<file path="config.mk">
export PLATFORM = sky130hd
export DESIGN_NAME = setpoint_ramp_with_safety_trip_top_flat
export DESIGN_NICKNAME = d
export VERILOG_FILES = /design/src/hw/rtl/srst_pkg.sv /design/src/hw/rtl/srst_if.sv /design/src/hw/rtl/srst_div.sv /design/src/hw/rtl/setpoint_ramp_with_safety_trip_top.sv /design/src/flat_wrapper.sv
export SDC_FILE = /design/constraint.sdc
export NUM_CORES = 2
export LEC_CHECK = 0
export ABC_AREA = 1
export BUFFER_PORTS_ARGS = -buffer_cell sky130_fd_sc_hd__buf_2
export CAP_MARGIN = 20
export CORE_UTILIZATION = 37
export CTS_CLUSTER_DIAMETER = 30
export DETAILED_ROUTE_END_ITERATION = 8
export GPL_TIMING_DRIVEN = 0
export PLACE_DENSITY = 0.57
export REMOVE_ABC_BUFFERS = 1
export SLEW_MARGIN = 20
export SYNTH_ARGS = -nofsm -noshare
export SYNTH_HDL_FRONTEND = slang
export SYNTH_HIERARCHICAL = 1
export SYNTH_SLANG_ARGS = --single-unit
</file>
<file path="constraint.sdc">
create_clock -name clk -period 9.4 [get_ports clk]
set_input_delay 1.41 -clock clk [delete_from_list [all_inputs] [get_ports clk]]
set_output_delay 1.41 -clock clk [all_outputs]
set_load 0.005 [all_outputs]
</file>
<file path="src/hw/rtl/srst_pkg.sv">
// Types and constants of the setpoint ramp with safety trip block.
// No dependencies; compiled first.
package srst_pkg;

	localparam int POS_W   = 32;
	localparam int MAG_W   = 31;
	localparam int TICKS_W = 16;
	localparam int DELTA_W = 19;
	localparam int KP_W    = 21;
	localparam int KD_W    = 18;
	localparam int CNT_W   = 17;
	localparam int SENT_W  = 32;
	localparam int CFG_IW  = 3;
	localparam int CFG_DW  = 32;

	// divider operand widths: |delta| fits 18 bits, quotient < |delta|
	localparam int DMAG_W    = 18;
	localparam int DIV_STEPS = DMAG_W;
	localparam int DSTEP_W   = 5;

	localparam logic [DELTA_W-1:0] Q_THREE  = DELTA_W'(196608);
	localparam logic [KP_W-1:0]    Q_KP_CAP = KP_W'(1966080);
	localparam logic [KD_W-1:0]    Q_KD_CAP = KD_W'(196608);

	typedef enum logic [2:0] {
		PH_IDLE = 3'd0,
		PH_RAMP = 3'd1,
		PH_HOLD = 3'd2,
		PH_TAIL = 3'd3,
		PH_DONE = 3'd4
	} phase_t;

	typedef enum logic [1:0] {
		TRIP_NONE   = 2'd0,
		TRIP_SPEED  = 2'd1,
		TRIP_TORQUE = 2'd2
	} trip_t;

	typedef enum logic [CFG_IW-1:0] {
		REG_RAMP_TICKS   = 3'd0,
		REG_HOLD_TICKS   = 3'd1,
		REG_MOVE_DELTA   = 3'd2,
		REG_GAIN_KP      = 3'd3,
		REG_GAIN_KD      = 3'd4,
		REG_SPEED_LIMIT  = 3'd5,
		REG_TORQUE_LIMIT = 3'd6,
		REG_TAIL_KD      = 3'd7
	} cfg_reg_t;

	typedef enum logic [1:0] {
		ST_IDLE,
		ST_DIV,
		ST_EMIT
	} seq_t;

	typedef struct packed {
		logic               start;
		logic [DMAG_W-1:0]  mag;
		logic [TICKS_W-1:0] k;
		logic [TICKS_W-1:0] den;
	} div_req_t;

	typedef struct packed {
		logic              done;
		logic [DMAG_W-1:0] quot;
	} div_rsp_t;

endpackage

</file>
<file path="src/hw/rtl/srst_if.sv">
// Channel interfaces: measurement items in, command items out, config writes.
// Depends on srst_pkg.
interface srst_meas_if;
	import srst_pkg::*;
	logic                    valid;
	logic                    ready;
	logic                    start_req;
	logic                    stop_request;
	logic signed [POS_W-1:0] meas_pos;
	logic signed [POS_W-1:0] meas_vel;
	logic signed [POS_W-1:0] meas_torque;

	modport source (output valid, start_req, stop_request, meas_pos, meas_vel, meas_torque,
		input ready);
	modport sink (input valid, start_req, stop_request, meas_pos, meas_vel, meas_torque,
		output ready);
endinterface

interface srst_cmd_if;
	import srst_pkg::*;
	logic                    valid;
	logic                    ready;
	logic signed [POS_W-1:0] cmd_pos;
	logic [KP_W-1:0]         cmd_kp;
	logic [KD_W-1:0]         cmd_kd;
	logic [2:0]              phase;
	logic [1:0]              trip_cause;
	logic [MAG_W-1:0]        peak_speed;
	logic [MAG_W-1:0]        peak_torque;
	logic [SENT_W-1:0]       sent_count;

	modport source (output valid, cmd_pos, cmd_kp, cmd_kd, phase, trip_cause, peak_speed,
		peak_torque, sent_count, input ready);
	modport sink (input valid, cmd_pos, cmd_kp, cmd_kd, phase, trip_cause, peak_speed,
		peak_torque, sent_count, output ready);
endinterface

interface srst_cfg_if;
	import srst_pkg::*;
	logic              valid;
	logic              ready;
	logic [CFG_IW-1:0] index;
	logic [CFG_DW-1:0] data;

	modport source (output valid, index, data, input ready);
	modport sink (input valid, index, data, output ready);
endinterface

</file>
<file path="src/hw/rtl/srst_div.sv">
// Shared multiply then restoring divide: quot = (mag * k) / den, one bit a cycle.
// Depends on srst_pkg. Requires mag*k/den < 2^DMAG_W.
module srst_div (
	input  logic              clk,
	input  logic              arst_n,
	input  srst_pkg::div_req_t req,
	output srst_pkg::div_rsp_t rsp
);
	import srst_pkg::*;

	logic [DMAG_W+TICKS_W-1:0] prod;
	logic [TICKS_W-1:0]        rem_q;
	logic [DMAG_W-1:0]         low_q;
	logic [TICKS_W-1:0]        den_q;
	logic [DSTEP_W-1:0]        cnt_q;
	logic                      busy_q;
	logic                      done_q;
	logic [TICKS_W:0]          trial;
	logic [TICKS_W:0]          diff;
	logic                      ge;

	assign prod  = req.mag * req.k;
	assign trial = {rem_q, low_q[DMAG_W-1]};
	assign ge    = trial >= {1'b0, den_q};
	assign diff  = trial - {1'b0, den_q};

	always_ff @(posedge clk or negedge arst_n) begin
		if (!arst_n) begin
			busy_q <= 1'b0;
			done_q <= 1'b0;
			cnt_q  <= '0;
		end else begin
			done_q <= 1'b0;
			if (req.start) begin
				busy_q <= 1'b1;
				cnt_q  <= DSTEP_W'(DIV_STEPS);
			end else if (busy_q) begin
				cnt_q <= cnt_q - 1'b1;
				if (cnt_q == DSTEP_W'(1)) begin
					busy_q <= 1'b0;
					done_q <= 1'b1;
				end
			end
		end
	end

	always_ff @(posedge clk) begin
		if (req.start) begin
			rem_q <= prod[DMAG_W+TICKS_W-1:DMAG_W];
			low_q <= prod[DMAG_W-1:0];
			den_q <= req.den;
		end else if (busy_q) begin
			rem_q <= ge ? diff[TICKS_W-1:0] : trial[TICKS_W-1:0];
			low_q <= {low_q[DMAG_W-2:0], ge};
		end
	end

	assign rsp.done = done_q;
	assign rsp.quot = low_q;

endmodule

</file>
<file path="src/hw/rtl/setpoint_ramp_with_safety_trip_top.sv">
// Top level: ramp/hold/tail sequencer, trip checks, config registers, output register.
// Depends on srst_pkg, srst_if, srst_div.
//
// channel  dir  handshake     payload
// meas     in   valid/ready   start_req, stop_request, meas_pos, meas_vel, meas_torque
// cmd      out  valid/ready   cmd_pos, cmd_kp, cmd_kd, phase, trip_cause, peaks, sent_count
// cfg      in   valid/ready   index, data (always ready)
//
// One item per control tick. A tick that needs a ramp fraction steps through accept,
// 18 divider steps (one quotient bit each), done, output load; others skip the divide.
// meas.ready is high only while the sequencer is idle; the finished item sits in the
// output register, so a stalled cmd channel holds only the next item's last step.
// arst_n clears state and restores register defaults.
module setpoint_ramp_with_safety_trip_top #(
	parameter int TAIL_TICKS = 150
) (
	input logic          clk,
	input logic          arst_n,
	srst_meas_if.sink    meas,
	srst_cmd_if.source   cmd,
	srst_cfg_if.sink     cfg
);
	import srst_pkg::*;

	localparam int TAIL_W = $clog2(TAIL_TICKS + 1);

	function automatic logic [MAG_W-1:0] mag31(input logic signed [POS_W-1:0] v);
		logic [POS_W-1:0] a;
		a = v[POS_W-1] ? (~v + 1'b1) : v;
		return a[POS_W-1] ? {MAG_W{1'b1}} : a[MAG_W-1:0];
	endfunction

	// configuration
	logic [TICKS_W-1:0]        ramp_ticks_q;
	logic [TICKS_W-1:0]        hold_ticks_q;
	logic signed [DELTA_W-1:0] move_delta_q;
	logic [KP_W-1:0]           gain_kp_q;
	logic [KD_W-1:0]           gain_kd_q;
	logic [MAG_W-1:0]          speed_limit_q;
	logic [MAG_W-1:0]          torque_limit_q;
	logic [KD_W-1:0]           tail_kd_q;

	// run state
	phase_t                  ph_q, ph_n;
	logic signed [POS_W-1:0] start_q, start_n;
	logic [CNT_W-1:0]        tick_q, tick_n;
	logic [TAIL_W-1:0]       tail_q, tail_n;
	logic [MAG_W-1:0]        pks_q, pks_n;
	logic [MAG_W-1:0]        pkt_q, pkt_n;
	trip_t                   trip_q, trip_n;
	logic [SENT_W-1:0]       sent_q, sent_n;
	logic                    emit;
	logic [KP_W-1:0]         kp_n;
	logic [KD_W-1:0]         kd_n;

	// item in flight
	seq_t                      state_q, state_n;
	logic                      emit_q;
	logic                      neg_q;
	logic signed [DELTA_W-1:0] off_q;
	logic [KP_W-1:0]           kp_q;
	logic [KD_W-1:0]           kd_q;
	logic                      out_valid_q;

	logic                      accept;
	logic                      need_div;
	logic                      load_out;
	logic [MAG_W-1:0]          vmag, tmag;
	logic [CNT_W-1:0]          span;
	logic [DMAG_W-1:0]         delta_mag;
	logic [DELTA_W-1:0]        delta_abs;
	logic signed [POS_W:0]     pos_sum;
	logic signed [POS_W-1:0]   pos_sat;
	logic signed [DELTA_W-1:0] cfg_delta;
	div_req_t                  div_req;
	div_rsp_t                  div_rsp;

	assign meas.ready = (state_q == ST_IDLE);
	assign accept     = meas.valid && meas.ready;
	assign cfg.ready  = 1'b1;

	assign vmag      = mag31(meas.meas_vel);
	assign tmag      = mag31(meas.meas_torque);
	assign span      = {1'b0, ramp_ticks_q} + {1'b0, hold_ticks_q};
	assign delta_abs = move_delta_q[DELTA_W-1] ? (~move_delta_q + 1'b1) : move_delta_q;
	assign delta_mag = delta_abs[DMAG_W-1:0];
	assign need_div  = emit && (tick_n < {1'b0, ramp_ticks_q});

	always_comb begin
		ph_n    = ph_q;
		start_n = start_q;
		tick_n  = tick_q;
		tail_n  = tail_q;
		pks_n   = pks_q;
		pkt_n   = pkt_q;
		trip_n  = trip_q;
		sent_n  = sent_q;
		emit    = 1'b0;
		kp_n    = '0;
		kd_n    = '0;
		if (meas.start_req) begin
			start_n = meas.meas_pos;
			tick_n  = '0;
			tail_n  = '0;
			pks_n   = '0;
			pkt_n   = '0;
			trip_n  = TRIP_NONE;
			sent_n  = '0;
			emit    = 1'b1;
		end else if (ph_q == PH_RAMP || ph_q == PH_HOLD) begin
			if (vmag > pks_q) pks_n = vmag;
			if (tmag > pkt_q) pkt_n = tmag;
			if (vmag > speed_limit_q) begin
				trip_n = TRIP_SPEED;
				ph_n   = PH_DONE;
			end else if (tmag > torque_limit_q) begin
				trip_n = TRIP_TORQUE;
				ph_n   = PH_DONE;
			end else if (meas.stop_request) begin
				ph_n   = PH_TAIL;
				tail_n = '0;
			end else begin
				tick_n = tick_q + 1'b1;
				if (tick_n > span) begin
					ph_n   = PH_TAIL;
					tail_n = '0;
				end else begin
					emit = 1'b1;
				end
			end
		end else if (ph_q == PH_TAIL) begin
			if (tail_q >= TAIL_W'(TAIL_TICKS)) ph_n = PH_DONE;
		end else if (ph_q != PH_DONE) begin
			ph_n = PH_IDLE;
		end

		if (emit) begin
			ph_n = (tick_n < {1'b0, ramp_ticks_q}) ? PH_RAMP : PH_HOLD;
			kp_n = gain_kp_q;
			kd_n = gain_kd_q;
			if (sent_n != {SENT_W{1'b1}}) sent_n = sent_n + 1'b1;
		end else if (ph_n == PH_TAIL) begin
			kd_n   = tail_kd_q;
			tail_n = tail_n + 1'b1;
		end
	end

	assign div_req.start = accept && need_div;
	assign div_req.mag   = delta_mag;
	assign div_req.k     = tick_n[TICKS_W-1:0];
	assign div_req.den   = ramp_ticks_q;

	srst_div u_div (
		.clk    (clk),
		.arst_n (arst_n),
		.req    (div_req),
		.rsp    (div_rsp)
	);

	assign pos_sum = {start_q[POS_W-1], start_q} + (POS_W+1)'(off_q);
	always_comb begin
		if (pos_sum[POS_W] != pos_sum[POS_W-1])
			pos_sat = pos_sum[POS_W] ? {1'b1, {(POS_W-1){1'b0}}} : {1'b0, {(POS_W-1){1'b1}}};
		else
			pos_sat = pos_sum[POS_W-1:0];
	end

	assign load_out = (state_q == ST_EMIT) && (!out_valid_q || cmd.ready);

	always_comb begin
		state_n = state_q;
		case (state_q)
			ST_IDLE: begin
				if (accept) state_n = need_div ? ST_DIV : ST_EMIT;
			end
			ST_DIV: begin
				if (div_rsp.done) state_n = ST_EMIT;
			end
			ST_EMIT: begin
				if (load_out) state_n = ST_IDLE;
			end
			default: state_n = ST_IDLE;
		endcase
	end

	always_ff @(posedge clk or negedge arst_n) begin
		if (!arst_n) begin
			state_q     <= ST_IDLE;
			out_valid_q <= 1'b0;
			ph_q        <= PH_IDLE;
			start_q     <= '0;
			tick_q      <= '0;
			tail_q      <= '0;
			pks_q       <= '0;
			pkt_q       <= '0;
			trip_q      <= TRIP_NONE;
			sent_q      <= '0;
		end else begin
			state_q <= state_n;
			if (load_out)
				out_valid_q <= 1'b1;
			else if (cmd.ready)
				out_valid_q <= 1'b0;
			if (accept) begin
				ph_q    <= ph_n;
				start_q <= start_n;
				tick_q  <= tick_n;
				tail_q  <= tail_n;
				pks_q   <= pks_n;
				pkt_q   <= pkt_n;
				trip_q  <= trip_n;
				sent_q  <= sent_n;
			end
		end
	end

	// item in flight
	always_ff @(posedge clk) begin
		if (accept) begin
			emit_q <= emit;
			neg_q  <= move_delta_q[DELTA_W-1];
			off_q  <= move_delta_q;
			kp_q   <= kp_n;
			kd_q   <= kd_n;
		end else if (state_q == ST_DIV && div_rsp.done) begin
			off_q <= neg_q ? -$signed({1'b0, div_rsp.quot}) : $signed({1'b0, div_rsp.quot});
		end
	end

	always_ff @(posedge clk) begin
		if (load_out) begin
			cmd.cmd_pos     <= emit_q ? pos_sat : '0;
			cmd.cmd_kp      <= kp_q;
			cmd.cmd_kd      <= kd_q;
			cmd.phase       <= ph_q;
			cmd.trip_cause  <= trip_q;
			cmd.peak_speed  <= pks_q;
			cmd.peak_torque <= pkt_q;
			cmd.sent_count  <= sent_q;
		end
	end

	assign cmd.valid = out_valid_q;

	// configuration writes, with range clamps
	assign cfg_delta = $signed(cfg.data[DELTA_W-1:0]);

	always_ff @(posedge clk or negedge arst_n) begin
		if (!arst_n) begin
			ramp_ticks_q   <= TICKS_W'(1000);
			hold_ticks_q   <= TICKS_W'(1000);
			move_delta_q   <= DELTA_W'(32768);
			gain_kp_q      <= KP_W'(524288);
			gain_kd_q      <= KD_W'(32768);
			speed_limit_q  <= MAG_W'(196608);
			torque_limit_q <= MAG_W'(327680);
			tail_kd_q      <= KD_W'(196608);
		end else if (cfg.valid && cfg.ready) begin
			case (cfg_reg_t'(cfg.index))
				REG_RAMP_TICKS:   ramp_ticks_q <= cfg.data[TICKS_W-1:0];
				REG_HOLD_TICKS:   hold_ticks_q <= cfg.data[TICKS_W-1:0];
				REG_MOVE_DELTA: begin
					if (cfg_delta > $signed(Q_THREE))
						move_delta_q <= Q_THREE;
					else if (cfg_delta < -$signed(Q_THREE))
						move_delta_q <= -$signed(Q_THREE);
					else
						move_delta_q <= cfg_delta;
				end
				REG_GAIN_KP: begin
					gain_kp_q <= (cfg.data[KP_W-1:0] > Q_KP_CAP) ? Q_KP_CAP
						: cfg.data[KP_W-1:0];
				end
				REG_GAIN_KD: begin
					gain_kd_q <= (cfg.data[KD_W-1:0] > Q_KD_CAP) ? Q_KD_CAP
						: cfg.data[KD_W-1:0];
				end
				REG_SPEED_LIMIT:  speed_limit_q  <= cfg.data[MAG_W-1:0];
				REG_TORQUE_LIMIT: torque_limit_q <= cfg.data[MAG_W-1:0];
				REG_TAIL_KD: begin
					tail_kd_q <= (cfg.data[KD_W-1:0] > Q_KD_CAP) ? Q_KD_CAP
						: cfg.data[KD_W-1:0];
				end
				default: ;
			endcase
		end
	end

	a_div_in_div: assert property (@(posedge clk) disable iff (!arst_n)
		div_rsp.done |-> state_q == ST_DIV)
		else $error("divider finished outside divide step");

	a_trip_done: assert property (@(posedge clk) disable iff (!arst_n)
		trip_q != TRIP_NONE |-> ph_q == PH_DONE)
		else $error("trip recorded without done phase");

	a_tail_bound: assert property (@(posedge clk) disable iff (!arst_n)
		tail_q <= TAIL_W'(TAIL_TICKS))
		else $error("tail count past its end");

	a_emit_shows: assert property (@(posedge clk) disable iff (!arst_n)
		load_out |=> cmd.valid && state_q == ST_IDLE)
		else $error("finished item not presented");

endmodule

</file>
<file path="src/flat_wrapper.sv">
// flat-port wrapper written by rule: the top's interface ports become plain ports
module setpoint_ramp_with_safety_trip_top_flat import srst_pkg::*;
#(
	parameter int TAIL_TICKS = 150
)
  (clk, arst_n, meas_valid, meas_start_req, meas_stop_request, meas_meas_pos, meas_meas_vel, meas_meas_torque, meas_ready, cmd_valid, cmd_cmd_pos, cmd_cmd_kp, cmd_cmd_kd, cmd_phase, cmd_trip_cause, cmd_peak_speed, cmd_peak_torque, cmd_sent_count, cmd_ready, cfg_valid, cfg_index, cfg_data, cfg_ready);
  srst_meas_if meas_i ();
  srst_cmd_if cmd_i ();
  srst_cfg_if cfg_i ();
  input logic clk;
  input logic arst_n;
  input wire logic [$bits(meas_i.valid)-1:0] meas_valid;
  input wire logic [$bits(meas_i.start_req)-1:0] meas_start_req;
  input wire logic [$bits(meas_i.stop_request)-1:0] meas_stop_request;
  input wire logic [$bits(meas_i.meas_pos)-1:0] meas_meas_pos;
  input wire logic [$bits(meas_i.meas_vel)-1:0] meas_meas_vel;
  input wire logic [$bits(meas_i.meas_torque)-1:0] meas_meas_torque;
  output wire logic [$bits(meas_i.ready)-1:0] meas_ready;
  output wire logic [$bits(cmd_i.valid)-1:0] cmd_valid;
  output wire logic [$bits(cmd_i.cmd_pos)-1:0] cmd_cmd_pos;
  output wire logic [$bits(cmd_i.cmd_kp)-1:0] cmd_cmd_kp;
  output wire logic [$bits(cmd_i.cmd_kd)-1:0] cmd_cmd_kd;
  output wire logic [$bits(cmd_i.phase)-1:0] cmd_phase;
  output wire logic [$bits(cmd_i.trip_cause)-1:0] cmd_trip_cause;
  output wire logic [$bits(cmd_i.peak_speed)-1:0] cmd_peak_speed;
  output wire logic [$bits(cmd_i.peak_torque)-1:0] cmd_peak_torque;
  output wire logic [$bits(cmd_i.sent_count)-1:0] cmd_sent_count;
  input wire logic [$bits(cmd_i.ready)-1:0] cmd_ready;
  input wire logic [$bits(cfg_i.valid)-1:0] cfg_valid;
  input wire logic [$bits(cfg_i.index)-1:0] cfg_index;
  input wire logic [$bits(cfg_i.data)-1:0] cfg_data;
  output wire logic [$bits(cfg_i.ready)-1:0] cfg_ready;
  assign meas_i.valid = meas_valid;
  assign meas_i.start_req = meas_start_req;
  assign meas_i.stop_request = meas_stop_request;
  assign meas_i.meas_pos = meas_meas_pos;
  assign meas_i.meas_vel = meas_meas_vel;
  assign meas_i.meas_torque = meas_meas_torque;
  assign meas_ready = meas_i.ready;
  assign cmd_valid = cmd_i.valid;
  assign cmd_cmd_pos = cmd_i.cmd_pos;
  assign cmd_cmd_kp = cmd_i.cmd_kp;
  assign cmd_cmd_kd = cmd_i.cmd_kd;
  assign cmd_phase = cmd_i.phase;
  assign cmd_trip_cause = cmd_i.trip_cause;
  assign cmd_peak_speed = cmd_i.peak_speed;
  assign cmd_peak_torque = cmd_i.peak_torque;
  assign cmd_sent_count = cmd_i.sent_count;
  assign cmd_i.ready = cmd_ready;
  assign cfg_i.valid = cfg_valid;
  assign cfg_i.index = cfg_index;
  assign cfg_i.data = cfg_data;
  assign cfg_ready = cfg_i.ready;
  setpoint_ramp_with_safety_trip_top #(.TAIL_TICKS(TAIL_TICKS)) u_core (.clk(clk), .arst_n(arst_n), .meas(meas_i), .cmd(cmd_i), .cfg(cfg_i));
endmodule
</file>
==> flow_metrics.env <==
export IMPL_status="complete, but fails checks"
export IMPL_violations="setup timing"
export IMPL_avgSynthCellArea_um2=8.24
export IMPL_rsz0062_at_grt="yes"
export IMPL_drv_slew=0
export IMPL_drv_cap=0
export IMPL_synthesis_area_um2=45400
export IMPL_coreArea_um2=122000
export IMPL_hpwlAfterDp_um=101000
export IMPL_synth_edf_count=280
export IMPL_layout_common_cells="1362 x nand2_1, 956 x inv_1, 315 x dfrtp_1"
export IMPL_period_minus_slack_ns=9.71
export IMPL_insertion_delay_ns=0.72
export IMPL_yosysWarnings=6
export IMPL_ioPinCount=311
export IMPL_slowest_stage="fa_1"
export IMPL_crit_arrival_ns=10.09
export IMPL_synthXorXnorAreaFrac=0.0320
export IMPL_critPathKind="in -> reg"
export IMPL_yosys_area_top_type="edfxtp_1"
export IMPL_avgViaCountPerCell=4.99
export IMPL_fin_skew_ns=0.0769
export IMPL_grt_usage=0.222
export IMPL_finalHoldViolCount=0
export IMPL_async_flop_share=0.545
export IMPL_drtIter0Drc=2499
export IMPL_worst_pin_slew_ns=1.11
export IMPL_clockBufferDepth=3
export IMPL_synthMuxAreaShare=0.00769
export IMPL_hold_class="reg -> reg"
export IMPL_wl_per_cell_um=18.1
export IMPL_root_buffer="clkbuf_16"
export IMPL_setup_ws_ns=-0.306
export IMPL_holdBufCountCts=0
export IMPL_rows=128
export IMPL_ys_seq_area_frac=0.371
export IMPL_start_kind="input pin"
export IMPL_setup_violations=22
export IMPL_clkSlewWorstSetupHoldPaths_ns=0.05
export IMPL_power_per_cell_area_nw_per_um2=277
export IMPL_final_common_cell="nand2_1"
export IMPL_htreeDepth=3
export IMPL_chipWidth_um=352
export IMPL_crit_required_ns=9.79
export IMPL_synth_simple_area_share=0.218
export IMPL_vias=38500
export IMPL_synth_cell_types=71
export IMPL_reg2reg_depth=28
export IMPL_fillers=11700
export IMPL_power_leakage_uw=0.0282
export IMPL_synth_compound_area_frac=0.0767
export IMPL_clock_sinks=616
export IMPL_final_nets=6684
export IMPL_overflow=0
export IMPL_max_freq_mhz=103
export IMPL_ir_drop_mv=0.204
export IMPL_synth_area_leaders="edfxtp_1 19%, dfrtp_1 17%, nand2_1 12%"
export IMPL_synth_top_family_by_area="simple AND/OR/NAND/NOR gates"
export IMPL_crit_fanout=6
export IMPL_place_gp_congestion=0.931
export IMPL_grt_pass1_wl_um=216000
export IMPL_ant_nets=0
export IMPL_synth_top_area_share=0.185
export IMPL_max_stage_delay_ns=0.56
export IMPL_drive_above_1_share=0.215
export IMPL_drc=0
export IMPL_grt_pass1_vias=37500
export IMPL_synth_seq_cells=616
export IMPL_synth_ff_type="dfrtp_1"
export IMPL_grt_max_degree=88
export IMPL_holdWs_ns=0.376
export IMPL_synthAdderAreaFrac=0.192
export IMPL_postSynthCellCount=5505
export IMPL_cpMostUsedCell="nand2_1"
export IMPL_cts_buffers=114
export IMPL_firstDrtPassIters=6
export IMPL_crit_path_end_kind="register"
export IMPL_initial_core_util=0.373
export IMPL_antenna_found_initial=10
export IMPL_syn2layout_area_growth_pct=26.1
export IMPL_relSlewSlack=0.260
export IMPL_portBuffers=308
export IMPL_tns_ns=-3.99
export IMPL_cts_tree="done"
export IMPL_totalWireLength_um=140000
export IMPL_die_area_um2=124000
export IMPL_die_h_um=352
export IMPL_finalCritPeriodShare=1.03
export IMPL_min_path_cells=1
[metrics by stage]
stage / utilization / std cells / cell area [um^2] / power [uW] / setup slack [ns]
after floorplan: - / 5316 / 44500 / 8470 / -1.23
after global placement: 0.395 / 7249 / 48100 / 10500 / -6.33
after detailed placement: 0.405 / 7302 / 49300 / 10700 / -3.50
after CTS: 0.461 / 7661 / 56100 / 15700 / -0.224
after global routing: 0.470 / 7712 / 57200 / 16900 / -0.531
final: 0.470 / 7713 / 57200 / 15800 / -0.306
[cell families after synthesis]
logic type / after synthesis
buffers and inverters: 1202
XOR/XNOR: 165
other: 1
flip-flops: 616
adder cells (fa/ha/maj): 561
multiplexers: 31
AND/OR/NAND/NOR: 2304
AO/OA/AOI/OAI: 625
[registers in the layout, indices dropped and copies added (netlist names), 19 cells and up]
signal,count
u_core/cmd.sent_count,32
u_core/cmd.peak_speed,31
u_core/kp_q,21
u_core/cmd.cmd_pos,32
u_core/cmd.peak_torque,31
u_core/start_q,32
u_core/torque_limit_q,31
u_core/cmd.cmd_kp,21
u_core/gain_kp_q,21
u_core/pkt_q,31
u_core/off_q,19
u_core/move_delta_q,19
u_core/pks_q,31
u_core/speed_limit_q,31
u_core/sent_q,32
[cell type report]
type / instances / area (um^2) / share of cell area
Timing Repair Buffer: 537 / 4130 / 0.0721
Multi-Input combinational cell: 3703 / 26200 / 0.458
Clock inverter: 87 / 1120 / 0.0195
Inverter: 1013 / 3820 / 0.0668
Tap cell: 1625 / 2030 / 0.0355
Sequential cell: 616 / 16800 / 0.294
Antenna cell: 1 / 2.50 / 0.0000437
Clock buffer: 131 / 3070 / 0.0537
[timing repair]
item | 4_1_cts | 5_1_grt
endpoints found under the setup margin | 73 | 26
setup buffers | 121 | 55
pin swaps | 102 | 201
endpoints found under the hold margin | 0 | 0
cloned | 20 | 0
resized for setup | 305 | 211
[per-layer routing]
layer | share of wire | track usage | wire length, um | vias to the layer above
met1 | 0.45 | 0.303 | 62200 | 18600
met3 | 0.057 | 0.0283 | 8000 | 216
li1 | - | - | - | 18500
met4 | 0.026 | 0.0655 | 3680 | 14
met2 | 0.47 | 0.368 | 65700 | 1116
met5 | 0.00065 | 0 | 91 | -
[synthesized netlist by cell type, drive strengths merged (31+ instances only)]
cell and number:
fa 225, nor3 69, xnor2 64, nor2 310, mux2 31, inv 1012
edfxtp 280, o21ai 349, clkbuf 139, buf 50, nand3 298, nand2 1502
a21oi 174, xor2 101, dfrtp 315, ha 336, nand4 53
[worst paths after layout]
kind | to | slack, ns | start
max in group asynchronous | u_core/move_delta_q[15] | 7.48 | arst_n
hold / removal | u_core/state_q[0] | 0.38 | u_core/u_div/done_q
setup reg to reg | u_core/u_div/rem_q[1] | 1.03 | u_core/move_delta_q[0]
hold reg to reg | u_core/state_q[0] | 0.38 | u_core/u_div/done_q
setup / recovery | u_core/u_div/rem_q[5] | -0.31 | meas_meas_vel[6]
min in group asynchronous | u_core/pkt_q[27] | 0.64 | arst_n
[power by group]
part / internal [uW] / switching [uW] / total [uW]
combinational: 2670 / 4380 / 7050
clock: 2760 / 1580 / 4350
sequential: 3900 / 542 / 4440
total: 9340 / 6500 / 15800
[worst max-delay path, delay by kind of cell]
family	cells	cell delay, ns
AO/OA/AOI/OAI	2	0.25
adder cells (fa/ha/maj)	8	3.50
buffers and inverters	10	0.94
AND/OR/NAND/NOR	30	3.93
(Power assumes the default switching activity.)
